**src/design/rws_pkg.sv**
```systemverilog
// rws_pkg: shared types and codes for the roulette wheel selector
// op codes, status codes and the sequencer state type
// no dependencies
`default_nettype none

package rws_pkg;

    // operation codes on the input beat
    typedef enum logic [1:0] {
        OP_CLEAR = 2'd0,
        OP_ADD   = 2'd1,
        OP_SPIN  = 2'd2,
        OP_NOP   = 2'd3
    } t_op;

    // status codes on the result beat
    typedef enum logic [1:0] {
        ST_OK    = 2'd0,
        ST_EMPTY = 2'd1,
        ST_FULL  = 2'd2
    } t_status;

    // sequencer states of the top level
    typedef enum logic [2:0] {
        S_IDLE,
        S_SETTLE,
        S_MUL_LO,
        S_MUL_HI,
        S_SPIN,
        S_SEARCH,
        S_DONE
    } t_state;

    // per-cell control from the sequencer
    typedef struct packed {
        logic ins;     // sorted insert happens this cycle
        logic active;  // cell holds a live entry
    } t_cell_ctl;

endpackage

`default_nettype wire

```
**src/design/rws_cell.sv**
```systemverilog
// rws_cell: one entry of the sorted selection chain
// holds key, tag, running sum and the first-hit token passed down the chain
// depends on rws_pkg
`default_nettype none

module rws_cell #(
    parameter int KEY_W = 32,
    parameter int TAG_W = 16,
    parameter int SUM_W = 38
) (
    input  wire                    i_clk,
    input  wire                    i_rst_n,
    input  wire rws_pkg::t_cell_ctl i_ctl,
    input  wire [KEY_W-1:0]        i_new_key,
    input  wire [TAG_W-1:0]        i_new_tag,
    input  wire [KEY_W-1:0]        i_min,
    input  wire [SUM_W-1:0]        i_spin,
    input  wire                    i_prev_keep,
    input  wire [KEY_W-1:0]        i_prev_key,
    input  wire [TAG_W-1:0]        i_prev_tag,
    input  wire [SUM_W-1:0]        i_prev_sum,
    input  wire                    i_prev_fnd,
    input  wire [TAG_W-1:0]        i_prev_sel,
    output logic                   o_keep,
    output logic [KEY_W-1:0]       o_key,
    output logic [TAG_W-1:0]       o_tag,
    output logic [SUM_W-1:0]       o_sum,
    output logic                   o_fnd,
    output logic [TAG_W-1:0]       o_sel
);

    logic [KEY_W-1:0] r_key, n_key;
    logic [TAG_W-1:0] r_tag, n_tag;
    logic [SUM_W-1:0] r_sum, n_sum;
    logic             r_fnd, n_fnd;
    logic [TAG_W-1:0] r_sel, n_sel;
    logic             keep;
    logic [KEY_W-1:0] norm;
    logic             hit;

    // entry stays put when it sorts at or above the new key
    always_comb begin
        keep  = i_ctl.active && (r_key >= i_new_key);
        n_key = r_key;
        n_tag = r_tag;
        if (i_ctl.ins && !keep) begin
            n_key = i_prev_keep ? i_new_key : i_prev_key;
            n_tag = i_prev_keep ? i_new_tag : i_prev_tag;
        end
    end

    // running sum of normalized fitness, one cell per cycle
    always_comb begin
        norm  = i_ctl.active ? (r_key - i_min) : '0;
        n_sum = i_prev_sum + SUM_W'(norm);
    end

    // first-hit token: upstream hit wins, else this cell if its sum reaches spin
    always_comb begin
        hit   = i_ctl.active && (r_sum >= i_spin);
        n_fnd = i_prev_fnd || hit;
        n_sel = i_prev_fnd ? i_prev_sel : r_tag;
    end

    always_ff @(posedge i_clk) begin
        r_key <= n_key;
        r_tag <= n_tag;
        r_sum <= n_sum;
        r_sel <= n_sel;
    end

    always_ff @(posedge i_clk) begin
        if (!i_rst_n) begin
            r_fnd <= 1'b0;
        end else begin
            r_fnd <= n_fnd;
        end
    end

    assign o_keep = keep;
    assign o_key  = r_key;
    assign o_tag  = r_tag;
    assign o_sum  = r_sum;
    assign o_fnd  = r_fnd;
    assign o_sel  = r_sel;

endmodule

`default_nettype wire
```
**config.mk**
```make
export PLATFORM = sky130hd
export DESIGN_NAME = rws_cell
export DESIGN_NICKNAME = d
export VERILOG_FILES = /design/src/design/rws_pkg.sv /design/src/design/rws_cell.sv
export SDC_FILE = /design/constraint.sdc
export NUM_CORES = 1
export LEC_CHECK = 0
export BUFFER_PORTS_ARGS = -buffer_cell sky130_fd_sc_hd__buf_2
export CORE_ASPECT_RATIO = 0.6
export CORE_UTILIZATION = 55
export DETAILED_ROUTE_END_ITERATION = 16
export PLACE_DENSITY = 0.87
export SETUP_SLACK_MARGIN = 0.05
export SLEW_MARGIN = 20
export SYNTH_ARGS = -nofsm -noshare
export SYNTH_HDL_FRONTEND = slang
export SYNTH_SLANG_ARGS = --single-unit
```
**constraint.sdc**
```tcl
create_clock -name i_clk -period 12.2 [get_ports i_clk]
set_clock_uncertainty 0.1 [all_clocks]
set_input_delay 0.61 -clock i_clk [delete_from_list [all_inputs] [get_ports i_clk]]
set_output_delay 0.61 -clock i_clk [all_outputs]
set_load 0.02 [all_outputs]
```
==> metrics.md <==
| Metric | Value |
|---|---|
| Status | completed |
| Ys Warns | 0 |
| Overflow after GRT | 0 |
| Placed Instances | 1579 |
| Critical Path Start | o_key[2]$_DFFE_PP_ |
| Vias in the first global route | 8036 |
| Initial antenna violation count | 1 |
| Post-layout nets | 1723 |
| F_max | 218 MHz |
| Top routing layer used | met5 |
| Clk sinks | 103 |
| Largest net degree at the start of global routing | 49 |
| Fin Hold WS | 0.383 ns |
| Setup TNS | 0 ns |
| Most common cell after layout, fill and taps aside | buf_2 |
| Max FO, Critical Path | 7 |
| Commonest non-fill, non-tap cells in the layout | 328 x buf_2, 133 x ha_1, 128 x inv_1 |
| Post-synth EDFFs | 48 |
| # setup viols final | 0 |
| 1st-iter DRT viols | 599 |
| RR Endpoint | o_sum[29]$_DFF_P_ |
| Via/cell ratio | 5.62 |
| Length of routed met2 wiring | 11.2 mm |
| Critical Path RT | 12.33 ns |
| CTS root buf | clkbuf_16 |
| GPL Wtd Cong | 0.975 |
| Post-cts hold buffer count | 0 |
| Resize count post-CTS | 0 |
| Die extent in y | 102 um |
| Die Area | 17200 um^2 |
| Port Buffer Count | 329 |
| Non-Filler Instances | 1595 |
| Ports | 330 |
| # diodes | 0 |
| CTS Buffer Depth | 2 |
| CORE AREA | 16300 um^2 |
| Final Hold Viols | 0 |
| CP Launch Type | flop |
| Mapped cell area | 9170 um^2 |
| Pins Over Slew Limit | 0 |
| Worst R2R Path Depth | 16 |
| Number of iterations in the first detailed-routing pass | 5 |
| Slew @ Worst Pin | 0.752 ns |
| CTS tree | built |
| Die W | 169 um |
| Power density over cell area | 131 nW/um^2 |
| Pwr Total | 1.48 mW |
| FF-to-FF setup slack | 7.62 ns |
| Layout cells sized above 1 | 30.9% |
| WHS Path Cells | 2 |
| Post-route clock period utilization | 37.6% |
| Postcts setup bufs | 0 |
| Mapped Nets | 1410 |
| Deepest level of the CTS H-tree | 3 |
| Max-Cap Viols | 0 |
| End of the critical path | o_sum[29]$_DFF_P_ |
| Tot GR Track Use | 29.5% |
| Top_reg_cell synth | dfxtp_1 |
| Starting density of the core | 56.4% |
| Post-DP HPWL | 21.9 mm |
| Arrival @ worst endpoint | 4.71 ns |
| Worst VDD drop | 0.0746 mV |
| CP Capture Type | flop |
| WS Path Type | flop to flop |
| WL final | 26.2 mm |
| Count of different cell masters after synthesis | 68 |
| RSZ-0062 raised after global routing | no |
| Final antenna-violating net count | 0 |
| Layout area overhead | 22.9% |
| Reg clk slew, reported paths | 0.08 ns |
| Hold Path Class | input pin to flop |
| Slew HR | 49.8% |
| Seq/Total Area, Yosys | 27.7% |
| DR DRC count | 0 |
| Cell count after synthesis | 1049 |
| RR Startpoint | o_key[2]$_DFFE_PP_ |
| Syn_area_per_cell | 8.75 um^2 |
| CTS Buf Count | 9 |
| First-pass GRT wire length | 40.3 mm |
| Clk_lat worst skew | 0.35 ns |
| Wire length per cell | 16.4 um |
| DR WL met3 | 2.19 mm |
| Cell Rows | 36 |
| #FFs+latches synth | 103 |
| Routed length on met1 | 12.6 mm |
| Async SR Flop Fraction | 0% |
| Routed via count | 8958 |
| Minimum clock period | 4.58 ns |
| Static Leak | 5.71 nW |
[flip-flops by register name, indices dropped and copies added (netlist names)]
name	cells
o_sum	38
o_tag	16
o_sel	16
o_fnd	1
o_key	32
[synthesized netlist by cell type, drive strengths merged, types with 3 or more instances]
cell type / count / area (um^2)
o31ai: 6 / 45.0
xor2: 16 / 140
nor2: 71 / 267
a21boi: 3 / 22.5
a41oi: 5 / 43.8
o211ai: 12 / 90.1
nand2: 50 / 188
edfxtp: 48 / 1440
and4: 3 / 26.3
and3: 7 / 43.8
o21ai: 61 / 305
o2111ai: 4 / 35.0
or4: 3 / 22.5
clkbuf: 18 / 67.6
nand2b: 16 / 100
o21bai: 12 / 93.8
buf: 9 / 62.6
nand4: 27 / 169
inv: 128 / 480
ha: 133 / 1660
mux2: 64 / 721
and2: 8 / 52.6
mux2i: 5 / 50.1
and2b: 3 / 22.5
or3: 6 / 37.5
a311oi: 3 / 32.5
a31oi: 13 / 81.3
nand3: 16 / 80.1
xnor2: 31 / 272
nor3: 8 / 40.0
a21oi: 89 / 449
o31a: 3 / 26.3
dfxtp: 55 / 1100
a21o: 40 / 302
nor4: 5 / 31.3
nor2b: 15 / 93.8
o21a: 10 / 75.1
a211oi: 11 / 82.6
nor3b: 5 / 37.5
[worst min path at each step]
stage	slack, ns	to	from
5_1_grt	0.38	o_sel[13]$_DFF_P_	i_prev_sel[13]
2_1_floorplan	0.54	o_sel[0]$_DFF_P_	o_tag[0]$_DFFE_PP_
6_report	0.38	o_sel[8]$_DFF_P_	i_prev_sel[8]
3_3_place_gp	0.38	o_sel[11]$_DFF_P_	o_tag[11]$_DFFE_PP_
3_5_place_dp	0.39	o_sel[7]$_DFF_P_	o_tag[7]$_DFFE_PP_
4_1_cts	0.37	o_sel[8]$_DFF_P_	i_prev_sel[8]
[power by group]
group	internal [mW]	switching, mW	total, mW	leakage (nW)
registers	0.434	0.0439	0.478	0.926
logic	0.290	0.421	0.711	4.64
clock network	0.143	0.145	0.288	0.140
total	0.867	0.610	1.48	5.71
[area by class of cell]
cell class | instances | area [um^2]
Clock buffer | 9 | 225
Clock inverter | 7 | 62.6
Fill cell | 1359 | 4980
Inverter | 128 | 480
Multi-Input combinational cell | 791 | 6030
Sequential cell | 103 | 2540
Tap cell | 228 | 285
Timing Repair Buffer | 329 | 1650
[logic make-up after synthesis]
group	Yosys count	share of synthesized area, %
xor gates and xnor gates	47	4.49
buffers and inverters	155	6.66
and+or+nand+nor	246	13.4
AOI/OAI and AO/OA	294	20.7
adders and majority gates	135	18.6
DFF	103	27.7
muxes	69	8.40
[metrics by stage]
stage          area (um^2)  util [%]  worst slack, ns
6_report             11300      69.4             7.62
5_1_grt              11300      69.4             7.21
4_1_cts              11300      69.3             7.67
3_5_place_dp         11000      67.5             7.42
3_3_place_gp         11000      67.5             7.58
2_1_floorplan         9170         -             7.81
[routing by layer]
layer / vias up / global-route usage [%]
met4: 2 / 5.03
met1: 4092 / 42.6
met2: 425 / 46.0
met3: 26 / 5.89
met5: - / 0
li1: 4413 / -
[worst max-delay path, cell delays in order (launching register included)]
cell      delay [ns]
edfxtp_1        0.46
ha_1            0.35
nor2b_1         0.17
o31ai_1         0.33
a21oi_1         0.23
o21ai_0         0.26
a21oi_1         0.13
o31a_1          0.25
nor3_1          0.23
ha_1            0.37
o211ai_1        0.29
nor2_1          0.12
a22oi_1         0.19
o211ai_1        0.18
a21boi_1        0.41
o21ai_0         0.19
xor2_1          0.17
Note: power is estimated with default switching activity, not from simulation.
